**src/cpsp_pkg.sv**
```systemverilog
`timescale 1ns / 1ps
`default_nettype none
// ----------------------------------------------------------------------------
// cpsp_pkg
// shared types, constants and helpers of the cascaded position/speed stepper core
// ----------------------------------------------------------------------------
package cpsp_pkg;

	localparam int IN_W    = 128;
	localparam int OUT_W   = 56;
	localparam int CFG_IW  = 4;
	localparam int WIDE_W  = 67;
	localparam int MIN_HALF = 30;

	typedef enum logic [3:0] {
		REG_POS_P   = 4'd0,
		REG_POS_I   = 4'd1,
		REG_POS_D   = 4'd2,
		REG_VEL_P   = 4'd3,
		REG_VEL_I   = 4'd4,
		REG_VEL_D   = 4'd5,
		REG_MAX_SPD = 4'd6,
		REG_PER_NUM = 4'd7
	} reg_idx_t;

	typedef enum logic [3:0] {
		ST_IDLE,
		ST_RAMP,
		ST_PMUL,
		ST_PPOST,
		ST_VERR,
		ST_VMUL,
		ST_ACC,
		ST_LIM,
		ST_STALL,
		ST_DIV,
		ST_WDIV,
		ST_OUT
	} st_t;

	typedef struct packed {
		logic        done;
		logic [15:0] quot;
	} div_rsp_t;

	// saturate a wide signed value to the signed 32-bit range
	function automatic logic [31:0] sat32(input logic signed [WIDE_W-1:0] v);
		logic [31:0] r;
		if (v > WIDE_W'(64'sh7FFF_FFFF)) begin
			r = 32'h7FFF_FFFF;
		end else if (v < -WIDE_W'(64'sh8000_0000)) begin
			r = 32'h8000_0000;
		end else begin
			r = v[31:0];
		end
		return r;
	endfunction

endpackage
`default_nettype wire

```
**src/cpsp_div.sv**
```systemverilog
`timescale 1ns / 1ps
`default_nettype none
// ----------------------------------------------------------------------------
// cpsp_div
// radix-2 restoring divider, quotient saturated to 16 bits
// ----------------------------------------------------------------------------
module cpsp_div #(
	parameter int NUM_W = 48
) (
	input  wire logic             clk,
	input  wire logic             arst_n,
	input  wire logic             start,
	input  wire logic [NUM_W-1:0] num,
	input  wire logic [31:0]      den,
	output cpsp_pkg::div_rsp_t    rsp
);
	import cpsp_pkg::*;

	logic        busy_q;
	logic        done_q;
	logic [4:0]  cnt_q;
	logic [32:0] rem_q;
	logic [15:0] lo_q;
	logic [15:0] quot_q;
	logic [33:0] trial;
	logic        sat;

	// quotient overflows 16 bits exactly when num >= den * 2^16
	assign sat   = {{(64-NUM_W){1'b0}}, num} >= {16'd0, den, 16'd0};
	assign trial = {rem_q, lo_q[15]} - {2'b00, den};

	always_ff @(posedge clk or negedge arst_n) begin
		if (!arst_n) begin
			busy_q <= 1'b0;
			done_q <= 1'b0;
			cnt_q  <= '0;
		end else begin
			done_q <= 1'b0;
			if (start) begin
				if (sat) begin
					done_q <= 1'b1;
				end else begin
					busy_q <= 1'b1;
					cnt_q  <= 5'd16;
				end
			end else if (busy_q) begin
				cnt_q <= cnt_q - 5'd1;
				if (cnt_q == 5'd1) begin
					busy_q <= 1'b0;
					done_q <= 1'b1;
				end
			end
		end
	end

	always_ff @(posedge clk) begin
		if (start) begin
			rem_q  <= 33'(num >> 16);
			lo_q   <= num[15:0];
			quot_q <= sat ? 16'hFFFF : 16'd0;
		end else if (busy_q) begin
			lo_q <= {lo_q[14:0], 1'b0};
			if (!trial[33]) begin
				rem_q  <= trial[32:0];
				quot_q <= {quot_q[14:0], 1'b1};
			end else begin
				rem_q  <= {rem_q[31:0], lo_q[15]};
				quot_q <= {quot_q[14:0], 1'b0};
			end
		end
	end

	assign rsp.done = done_q;
	assign rsp.quot = quot_q;
endmodule
`default_nettype wire

```
**config.mk**
```make
export PLATFORM = sky130hd
export DESIGN_NAME = cpsp_div
export DESIGN_NICKNAME = d
export VERILOG_FILES = /design/src/cpsp_pkg.sv /design/src/cpsp_div.sv
export SDC_FILE = /design/constraint.sdc
export NUM_CORES = 1
export LEC_CHECK = 0
export ABC_AREA = 1
export CAP_MARGIN = 15
export CORE_MARGIN = 4
export CORE_UTILIZATION = 54
export DETAILED_ROUTE_END_ITERATION = 10
export DONT_BUFFER_PORTS = 1
export PLACE_DENSITY = 0.74
export SETUP_SLACK_MARGIN = 0.02
export SLEW_MARGIN = 10
export SYNTH_ARGS = -nofsm -noshare
export SYNTH_HDL_FRONTEND = slang
export SYNTH_SLANG_ARGS = --single-unit
```
**constraint.sdc**
```tcl
create_clock -name clk -period 2.2 [get_ports clk]
set_input_delay 0.22 -clock clk [delete_from_list [all_inputs] [get_ports clk]]
set_output_delay 0.22 -clock clk [all_outputs]
set_load 0.01 [all_outputs]
```
Yosys cells after proc, flatten, opt, wreduce, memory -nomap -nowiden
Index checks and enable logic that the tools add are counted.

cells by class
  reductions and logical operators = 2
  mux-type cells = 20
  add/subtract/negate cells = 2
  $lt $le $gt $ge = 1
  equality and inequality tests = 2

operator list
  operator             count
  $mux 16              5
  $mux 32              2
  $ge 48x48->1         1
  $sub 34x32->34       1
  $mux 33              1
  $mux 5               3
  $mux 1               9
  $eq 5x1->1 const B   1
  $sub 5x1->5 const B  1
  $ne 2x2->1 const B   1
  $reduce_and 2->1     1
  $reduce_bool 2->1    1

storage, ports and cells
  output and inout bits = 17
  logic and storage cells = 34
  input bits = 83
  register bits = 72

Depth between registers and ports, before layout
Gate-level depths: netlist of run 1.

  depth in word-level cells = 4
  gate-level depth with buffers = 18

Least setup slack after synthesis of run 1
OpenSTA, ideal clock, no wires.

  kind = input -> register
  from = in start
  to = reg cnt_q[0]
  setup slack = -326 ps
  data required time = 2081 ps
  cell stages on the path = 7
  arrival time = 2408 ps
  cells stage by stage = clkbuf_1 inv_1 clkbuf_1 nand2_1 nand2_1 nand2_1 nand2_1

on the way
  word-level cells in the longest chain between the ends = 2

ends and longest elaborated chain
  what                                                                     line            source
  from (decl)                                                              cpsp_div.sv:12  input wire logic start,
  $ne 2x2->1 (no source line) / $reduce_bool 2->1 (equally long branches)  -
  $reduce_and 2->1 (no source line)                                        -
  to (signal assigned)                                                     cpsp_div.sv:47  cnt_q <= cnt_q - 5'd1;
  to (decl)                                                                cpsp_div.sv:21  logic [4:0] cnt_q;

Parallel ways exist; a longest one is shown, timed or not.
A chain may end at the register's enable or synchronous reset.

Worst setup path after layout of run 1
  from = reg rem_q[30]
  to = reg rem_q[7], data pin

on the way
  word-level cells in the longest chain between the ends = 4

ends and longest elaborated chain
  what                    line            source
  from (decl)             cpsp_div.sv:22  logic [32:0] rem_q;
  from (signal assigned)  cpsp_div.sv:58  rem_q <= 33'(num >> 16);
  from (signal assigned)  cpsp_div.sv:64  rem_q <= trial[32:0];
  from (signal assigned)  cpsp_div.sv:67  rem_q <= {rem_q[31:0], lo_q[15]};
  $sub 34x32->34          cpsp_div.sv:30  assign trial = {rem_q, lo_q[15]} - {2'b00, den};
  $mux 33                 cpsp_div.sv:63  if (!trial[33]) begin
  $mux 32                 cpsp_div.sv:61  end else if (busy_q) begin
  $mux 32                 cpsp_div.sv:57  if (start) begin

Every way passes these cells. The select of a mux whose other input is x is not followed.

==> flow_metrics.py, run 1 <==
metrics = {
    "synthesis": {
        "yosysSeqAreaShare_pct": 30.1,
        "ys.warnings.count": 0,
        "ys_ff_latch": 72,
        "synth_cells": 1045,
        "synth_edf_count": 64,
        "synth_area_per_cell_um2": 6.73,
        "synth_fp_nets": 1195,
        "async_flop_share_pct": 9.72,
        "ys.flop_type": "edfxtp_1",
        "yosys.cell_types.count": 41,
        "mappedNetlistArea_um2": 7040,
    },
    "timing": {
        "finalHoldWorstSlack_ns": 0.0433,
        "worst_slew_pin_slew_ns": 0.586,
        "worst_slack_ns": -0.182,
        "hold_viol_final": 0,
        "period_share_pct": 108,
        "fmax_ghz": 0.420,
        "final_max_slew_viol_count": 0,
        "slew_headroom_pct": 60.9,
        "grt_setup_unrepaired": "yes",
        "fin_worst_skew_ns": 0.0125,
        "period_needed_ns": 2.38,
        "setup_viol_count_final": 34,
    },
    "worst_hold_path": {
        "hold_start": "start",
        "holdPathEnd": "lo_q[0]$_SDFFCE_PN0P_",
        "worstHoldPathType": "in -> reg",
        "holdPathStages": 2,
    },
    "route": {
        "via_per_inst": 5.46,
        "post_drt_wl_per_cell_um": 16.9,
        "drc": 0,
        "postRouteAntennaNets": 0,
        "num_vias": 7497,
        "drt-total-wl_mm": 23.2,
        "drtIter0Drc": 615,
        "dr.pass1.iters": 8,
    },
    "die": {
        "die_x_um": 122,
        "coreArea_um2": 12700,
        "dieHeight_um": 122,
        "rows": 41,
        "boundaryPins": 100,
        "dieArea_um2": 14900,
        "initial_core_util_pct": 55.5,
    },
    "cells_and_area": {
        "layout_commonest_cell": "nand2_1",
        "final_area_um2": 9780,
        "fin_util_pct": 77.2,
        "final_nets": 1346,
        "multi_input_area_um2": 5210,
        "regArea_um2": 2120,
        "fillers": 910,
        "antennaDiodeCount": 0,
        "drive_gt1_share_pct": 30.4,
        "mostFrequentLayoutCells": "nand2_1, inv_1, buf_4",
        "area_growth_pct": 39.0,
    },
    "setup_path": {
        "slowest_stage": "edfxtp_1",
        "path_common_cell": "nand2_8",
        "reg2reg_depth": 13,
        "cp-start-kind": "flop",
        "reg2reg_from": "rem_q[30]$_DFFE_PP_",
        "crit_fanout": 8,
        "worst-r2r-setup-slack_ns": -0.18,
        "arrival_ns": 2.49,
        "end_kind": "flop",
        "reg2reg_to": "rem_q[7]$_DFFE_PP_",
        "max_stage_delay_ns": 0.44,
        "path_cells": "ha_4 > inv_2 > nor3_4 > nand2_2 > nor2_4 > nor2_4 > buf_12 > nand2_8 > nand2_8 > nand2_8 > nand2_4 > nand3_2 > nand2_1",
        "timing_worst_setup_path_type": "reg -> reg",
        "required_ns": 2.31,
    },
    "flow_run": {
        "cap_violations": 0,
    },
    "grt": {
        "grt.total_usage_pct": 29.8,
        "busiest_layer": "met2",
        "grt_overflow": 0,
        "antenna_found_initial": 0,
        "grt_max_degree": 54,
        "grtUsageMet2_pct": 50.4,
        "grt_pass1_wl_mm": 34.6,
        "grtUsageMet3_pct": 6.64,
        "grt_pass1_vias": 7267,
        "use_met1_pct": 36.6,
    },
    "placed_design": {
        "placed_area_um2": 7990,
        "dp_slack_ns": -0.261,
        "hpwl_mm": 15.4,
        "port_buffers": 0,
        "gp_congestion": 0.941,
    },
    "clocking": {
        "cts_tree": "yes",
        "clock_path_buffers": 2,
        "cts_buffers": 9,
        "clock_latency_ns": 0.35,
        "cts.sinks": 72,
        "htree_levels": 3,
        "root_buffer": "clkbuf_16",
        "cts.clk_slew.worst_paths_ns": 0.06,
    },
    "status": {
        "status": "finished, violations left",
        "violations": "negative setup slack",
    },
    "pwr": {
        "peakVddDrop_mv": 0.730,
        "p_leak_uw": 0.00503,
        "power_density_nw_per_um2": 1520,
        "total_power_uw": 14900,
    },
}
==> power by group <==
part | internal, uW | total, uW | leakage [uW] | switching (uW)
clock network | 1030 | 1660 | 0.000154 | 634
logic | 4800 | 10600 | 0.00409 | 5800
registers | 2130 | 2630 | 0.000789 | 492
==> routing by layer <==
metal,part of all wire (%),routed length [um]
met1,39,9070
met2,48,11200
met3,8.4,1940
met4,4.0,938
met5,0,0
==> final cells by class <==
| cell class | instances | share of cell area, % |
|---|---|---|
| clock buffer | 11 | 2.48 |
| clock inverter | 5 | 0.819 |
| inverter | 172 | 6.60 |
| multi-input combinational | 789 | 53.2 |
| sequential | 72 | 21.7 |
| tap | 172 | 2.20 |
| timing repair buffer | 152 | 13.0 |
==> kinds of logic after synthesis <==
| logic type | count (synthesis) | share of synthesized area, % |
|---|---|---|
| simple gates | 635 | 39.8 |
| xor+xnor | 17 | 2.12 |
| fa+ha+maj | 67 | 12.0 |
| buf+inv | 193 | 11.1 |
| compound gates | 61 | 4.91 |
| flops | 72 | 30.1 |
==> sequential cells by signal (all words and copies together), names as in the netlist <==
register,flops
lo_q,16
cnt_q,5
rem_q,33
quot_q,16
done_q,1
busy_q,1
==> how the worst max path moves through the flow <==
stage / start / end / slack [ns] / depth (start not counted)
after floorplan: rem_q[7]$_DFFE_PP_ / rem_q[21]$_DFFE_PP_ / 0.03 / 14
after global placement: rem_q[23]$_DFFE_PP_ / rem_q[2]$_DFFE_PP_ / -0.23 / 12
after detailed placement: rem_q[23]$_DFFE_PP_ / rem_q[2]$_DFFE_PP_ / -0.26 / 12
after CTS: rem_q[29]$_DFFE_PP_ / rem_q[15]$_DFFE_PP_ / -0.11 / 13
after global routing: rem_q[13]$_DFFE_PP_ / rem_q[24]$_DFFE_PP_ / -0.27 / 13
final: rem_q[30]$_DFFE_PP_ / rem_q[7]$_DFFE_PP_ / -0.18 / 13
==> synth_stat cells (11+ instances only) <==
| master | count | area share [%] |
|---|---|---|
| ha_1 | 66 | 12 |
| nand2_2 | 22 | 2.0 |
| nand3_1 | 101 | 7.2 |
| nand2_1 | 401 | 21 |
| nor2_1 | 57 | 3.0 |
| a21oi_1 | 37 | 2.6 |
| inv_1 | 168 | 9.0 |
| edfxtp_1 | 64 | 27 |
| nand4_1 | 11 | 0.98 |
| xnor2_1 | 16 | 2.0 |
==> worst max-delay path, delay by kind of cell, from the launching register on <==
kind                     cells  cell delay [ns]
adder cells (fa/ha/maj)      1             0.31
buffers and inverters        2             0.18
flip-flops                   1             0.44
AND/OR/NAND/NOR             10             1.18
==> repair_timing <==
action | in CTS | in global routing
endpoints found under the hold margin | 7 | 0
cloned | 9 | 2
hold buffers | 1 | 0
setup endpoints to repair | 34 | 34
setup buffers | 13 | 21
gates resized for setup | 102 | 86
pin swaps | 35 | 49
==> metrics by stage <==
| step | instances | setup TNS [ns] |
|---|---|---|
| after floorplan | 1045 | 0 |
| after global placement | 1311 | -6.62 |
| after detailed placement | 1311 | -7.72 |
| after CTS | 1350 | -3.02 |
| after global routing | 1373 | -7.90 |
| final | 1373 | -4.65 |
No activity file was read; power rests on OpenSTA's default activity.
==> inputs of run 2 (changes only) <==
- BUFFER_PORTS_ARGS: unset -> -buffer_cell sky130_fd_sc_hd__buf_2
- DONT_BUFFER_PORTS: 1 -> unset
- PLACE_DENSITY: 0.74 -> 0.81
==> flow_metrics.py, run 2 (synthesized netlist as in run 1, its figures left out) <==
metrics = {
    "status": {
        "violations": "negative setup slack",
        "status": "finished, violations left",
    },
    "timing": {
        "worst_slew_pin_slew_ns": 0.766,
        "period_needed_ns": 2.50,
        "fin_setup_tns_ns": -7.37,
        "finalHoldWorstSlack_ns": 0.158,
        "hold_viol_final": 0,
        "setup_viol_count_final": 34,
        "fmax_ghz": 0.400,
        "worst_slack_ns": -0.301,
        "slew_headroom_pct": 49.0,
        "fin_worst_skew_ns": 0.00926,
        "period_share_pct": 114,
        "final_max_slew_viol_count": 0,
        "grt_setup_unrepaired": "yes",
    },
    "clocking": {
        "htree_levels": 3,
        "clock_path_buffers": 2,
        "cts.sinks": 72,
        "cts_tree": "yes",
        "cts.clk_slew.worst_paths_ns": 0.07,
        "cts_buffers": 9,
        "root_buffer": "clkbuf_16",
        "clock_latency_ns": 0.35,
    },
    "grt": {
        "antenna_found_initial": 0,
        "grt_overflow": 0,
        "grt_pass1_wl_mm": 37.8,
        "grt_max_degree": 65,
        "grt_pass1_vias": 8044,
        "grt.total_usage_pct": 32.4,
    },
    "cells_and_area": {
        "final_nets": 1478,
        "largest_reg_flops": 33,
        "area_growth_pct": 46.8,
        "layout_commonest_cell": "nand2_1",
        "antennaDiodeCount": 0,
        "regMostFlops": "rem_q",
        "fillers": 764,
        "drive_gt1_share_pct": 36.5,
        "largestRegisters": "rem_q x33, lo_q x16, quot_q x16",
        "final_area_um2": 10300,
        "mostFrequentLayoutCells": "nand2_1, buf_4, inv_1",
    },
    "placed_design": {
        "hpwl_mm": 16.6,
        "placed_area_um2": 8680,
        "port_buffers": 99,
        "gp_congestion": 0.982,
        "dp_slack_ns": -0.301,
    },
    "flow_run": {
        "cap_violations": 0,
    },
    "setup_path": {
        "end_kind": "flop",
        "reg2reg_to": "rem_q[29]$_DFFE_PP_",
        "timing_worst_setup_path_type": "reg -> reg",
        "crit_fanout": 8,
        "worst-r2r-setup-slack_ns": -0.30,
        "required_ns": 2.29,
        "reg2reg_depth": 15,
        "reg2reg_from": "rem_q[3]$_DFFE_PP_",
        "arrival_ns": 2.59,
        "cp-start-kind": "flop",
    },
    "route": {
        "via_per_inst": 5.57,
        "drtIter0Drc": 760,
        "num_vias": 8386,
        "postRouteAntennaNets": 0,
        "drt-total-wl_mm": 26.4,
        "post_drt_wl_per_cell_um": 17.6,
        "dr.pass1.iters": 5,
        "drc": 0,
    },
    "die": {
        "dieArea_um2": 14900,
        "coreArea_um2": 12700,
        "boundaryPins": 100,
        "die_x_um": 122,
        "rows": 41,
        "dieHeight_um": 122,
        "initial_core_util_pct": 55.5,
    },
    "pwr": {
        "peakVddDrop_mv": 0.835,
        "power_density_nw_per_um2": 1460,
        "p_leak_uw": 0.00547,
    },
    "worst_hold_path": {
        "holdPathStages": 3,
        "holdPathEnd": "rem_q[10]$_DFFE_PP_",
        "worstHoldPathType": "in -> reg",
        "hold_start": "num[26]",
    },
}
[run 2: power by group]
part | leakage (uW) | switching [uW] | internal [uW]
Clock | 0.000155 | 640 | 1000
Combinational | 0.00453 | 5940 | 4920
Sequential | 0.000789 | 464 | 2130
Total | 0.00547 | 7040 | 8050
[run 2: routing by layer]
| metal | vias to the layer above | track usage [%] | share of wire (%) |
|---|---|---|---|
| li1 | 3899 | - | - |
| met1 | 3867 | 38.5 | 38 |
| met2 | 483 | 56.5 | 48 |
| met3 | 137 | 5.94 | 8.5 |
| met4 | 0 | 15.7 | 6.0 |
| met5 | - | 0 | 0 |
[run 2: critical path, cell delays in order (launching register included)]
cell and delay, ns:
edfxtp_1 0.45, ha_4 0.30, nand2_2 0.08, nand2_2 0.06, inv_2 0.06, nand2_1 0.05
nand2_1 0.08, nand3_2 0.10, nand2_2 0.11, nand2_2 0.09, nand2_4 0.13, nand3_4 0.23
nand2_8 0.23, nand2_2 0.07, nand3_1 0.08, nand2_1 0.10
[run 2: stage by stage]
step,utilization (%),total power [uW],cells
after floorplan,-,7260,1045
after global placement,68.5,9990,1435
after detailed placement,68.5,10200,1435
after CTS,77.3,13500,1483
after global routing,81.5,15900,1505
final,81.5,15100,1505
[run 2: layout make-up]
class | count | area [um2] | share of cell area, %
Clock buffer | 10 | 229 | 2.22
Clock inverter | 6 | 90.1 | 0.872
Inverter | 172 | 646 | 6.25
Multi-Input combinational cell | 785 | 5030 | 48.8
Sequential cell | 72 | 2120 | 20.5
Tap cell | 172 | 215 | 2.08
Timing Repair Buffer | 288 | 1990 | 19.3
[run 2: worst max-delay path by stage]
stage,from,end,slack [ns],depth (start not counted)
finish,rem_q[3]$_DFFE_PP_,rem_q[29]$_DFFE_PP_,-0.30,15
global route,rem_q[1]$_DFFE_PP_,rem_q[16]$_DFFE_PP_,-0.36,16
CTS,rem_q[23]$_DFFE_PP_,rem_q[28]$_DFFE_PP_,-0.14,13
detailed placement,lo_q[15]$_DFFE_PP_,rem_q[28]$_DFFE_PP_,-0.30,16
global placement,lo_q[15]$_DFFE_PP_,rem_q[28]$_DFFE_PP_,-0.22,16
floorplan,rem_q[7]$_DFFE_PP_,rem_q[21]$_DFFE_PP_,0.03,14
[run 2: timing repair]
item / in CTS / in global routing
resized for setup: 78 / 91
hold buffers: 1 / 0
gates cloned: 5 / 0
endpoints found under the hold margin: 7 / 0
endpoints found under the setup margin: 34 / 34
pin swaps: 25 / 39
setup buffers: 26 / 22
==> inputs of run 3 (changes only) <==
- clock period: 2.2 -> 2.15 ns (I/O delays scaled with it)
==> flow_metrics.py, run 3 (synthesized netlist as in run 1, its figures left out) <==
metrics = {
    "pwr": {
        "peakVddDrop_mv": 0.724,
        "power_density_nw_per_um2": 1430,
        "p_leak_uw": 0.00536,
    },
    "setup_path": {
        "end_kind": "flop",
        "path_cells": "ha_4 > buf_4 > nand2_2 > buf_4 > nor2_1 > nand2_2 > nand2_2 > nand2_2 > nand2_2 > nand3_2 > nand2_1 > nand2_1 > nand2_1 > nand2_2 > nand3_1 > nand2_1",
        "cp.depth": 16,
        "path_common_cell": "nand2_2",
        "startpoint": "rem_q[3]$_DFFE_PP_",
        "worst-path-buf-inv": 2,
        "required_ns": 2.25,
        "crit_fanout": 4,
        "cp-start-kind": "flop",
        "timing_worst_setup_path_type": "reg -> reg",
        "cp_top_family": "simple AND/OR/NAND/NOR gates",
        "max_stage_delay_ns": 0.42,
        "reg2reg_from": "rem_q[3]$_DFFE_PP_",
        "arrival_ns": 2.48,
        "reg2reg_depth": 16,
        "slowest_stage": "edfxtp_1",
    },
    "worst_hold_path": {
        "hold_start": "num[0]",
        "worstHoldPathType": "in -> reg",
        "holdPathStages": 3,
    },
    "route": {
        "dr.pass1.iters": 8,
        "postRouteAntennaNets": 0,
        "drt-total-wl_mm": 23.7,
        "drc": 0,
        "num_vias": 8000,
        "drtIter0Drc": 596,
        "via_per_inst": 5.41,
        "post_drt_wl_per_cell_um": 16.0,
    },
    "timing": {
        "fmax_ghz": 0.421,
        "period_share_pct": 110,
        "grt_setup_unrepaired": "yes",
        "period_needed_ns": 2.38,
        "fin_worst_skew_ns": 0.00805,
        "worst_slew_pin_slew_ns": 0.563,
        "slew_headroom_pct": 62.4,
        "worst_slack_ns": -0.226,
        "final_max_slew_viol_count": 0,
        "setup_viol_count_final": 34,
        "hold_viol_final": 0,
    },
    "clocking": {
        "cts.sinks": 72,
        "root_buffer": "clkbuf_16",
        "clock_path_buffers": 2,
        "cts_tree": "yes",
        "clock_latency_ns": 0.35,
        "cts_buffers": 9,
        "htree_levels": 3,
        "cts.clk_slew.worst_paths_ns": 0.06,
    },
    "grt": {
        "grt.total_usage_pct": 29.7,
        "grt_max_degree": 65,
        "antenna_found_initial": 0,
        "grt_pass1_vias": 7434,
        "grt_overflow": 0,
        "grt_pass1_wl_mm": 35.0,
    },
    "cells_and_area": {
        "layout_commonest_cell": "nand2_1",
        "fin_util_pct": 79.6,
        "area_growth_pct": 43.4,
        "regMostFlops": "rem_q",
        "final_nets": 1452,
        "mostFrequentLayoutCells": "nand2_1, inv_1, buf_4",
        "drive_gt1_share_pct": 34.9,
        "final_cells": 1479,
        "largest_reg_flops": 33,
        "antennaDiodeCount": 0,
        "largestRegisters": "rem_q x33, lo_q x16, quot_q x16",
    },
    "placed_design": {
        "hpwl_mm": 15.9,
        "port_buffers": 99,
        "dp_slack_ns": -0.299,
        "dpl.cell_count": 1432,
        "gp_congestion": 1.01,
    },
    "die": {
        "dieHeight_um": 122,
        "initial_core_util_pct": 55.5,
        "coreArea_um2": 12700,
        "rows": 41,
        "dieArea_um2": 14900,
        "boundaryPins": 100,
        "die_x_um": 122,
    },
    "status": {
        "status": "finished, violations left",
        "violations": "negative setup slack",
    },
    "flow_run": {
        "cap_violations": 0,
    },
}
[run 3: cell count changes in the layout (fill, tap and decap cells not counted), sizes merged]
cell      previous run  this run
buf                287       261
bufinv               2         1
clkbuf              10         9
clkinv               2         3
clkinvlp             0         1
[run 3: cell type report]
type / count / area, um2
sequential: 72 / 2120
tap: 172 / 215
inverter: 172 / 646
fill: 835 / 2580
clock buffer: 9 / 225
clock inverter: 7 / 68.8
timing repair buffer: 262 / 1830
multi-input combinational: 785 / 4990
[run 3: layer usage]
| metal | vias to the layer above | global-route usage [%] | share of wire, % |
|---|---|---|---|
| met5 | - | 0 | 0 |
| li1 | 3844 | - | - |
| met1 | 3672 | 37.4 | 39 |
| met3 | 101 | 5.01 | 7.9 |
| met2 | 383 | 50.7 | 48 |
| met4 | 0 | 11.9 | 4.7 |
[run 3: tightest hold or removal path, cell delays in order]
cell and delay (ns):
buf_2 0.09, nand2_1 0.05, inv_1 0.04
[run 3: path summary, 6_finish.rpt]
kind / endpoint / slack (ns)
worst min register to register: busy_q$_DFFE_PN0P_ / 0.50
max in group asynchronous: busy_q$_DFFE_PN0P_ / 1.74
worst max-delay path: rem_q[28]$_DFFE_PP_ / -0.23
min in group asynchronous: cnt_q[3]$_DFFE_PN0P_ / 0.25
worst max register to register: rem_q[28]$_DFFE_PP_ / -0.23
worst min-delay path: lo_q[0]$_SDFFCE_PN0P_ / 0.15
[run 3: what timing repair did]
| item | in CTS | in global routing |
|---|---|---|
| hold buffers | 1 | 0 |
| cloned | 3 | 2 |
| resized for setup | 71 | 78 |
| setup endpoints to repair | 34 | 34 |
| endpoints found under the hold margin | 7 | 0 |
| buffers inserted | 11 | 14 |
| pin swaps | 16 | 24 |
[run 3: report_power, final]
group | switching, uW | internal, uW
sequential | 434 | 2180
combinational | 5690 | 4540
clock | 665 | 900
[run 3: per-stage QoR]
| stage | hold slack (ns) | power [uW] | instance area (um2) | TNS (ns) |
|---|---|---|---|---|
| 6_report | 0.147 | 14400 | 10100 | -5.87 |
| 3_3_place_gp | 0.0532 | 10300 | 8850 | -5.15 |
| 5_1_grt | 0.163 | 15300 | 10100 | -8.74 |
| 4_1_cts | 0.140 | 13000 | 9620 | -3.52 |
| 2_1_floorplan | -0.0806 | 7630 | 7190 | 0 |
| 3_5_place_dp | 0.0620 | 10500 | 8850 | -7.87 |
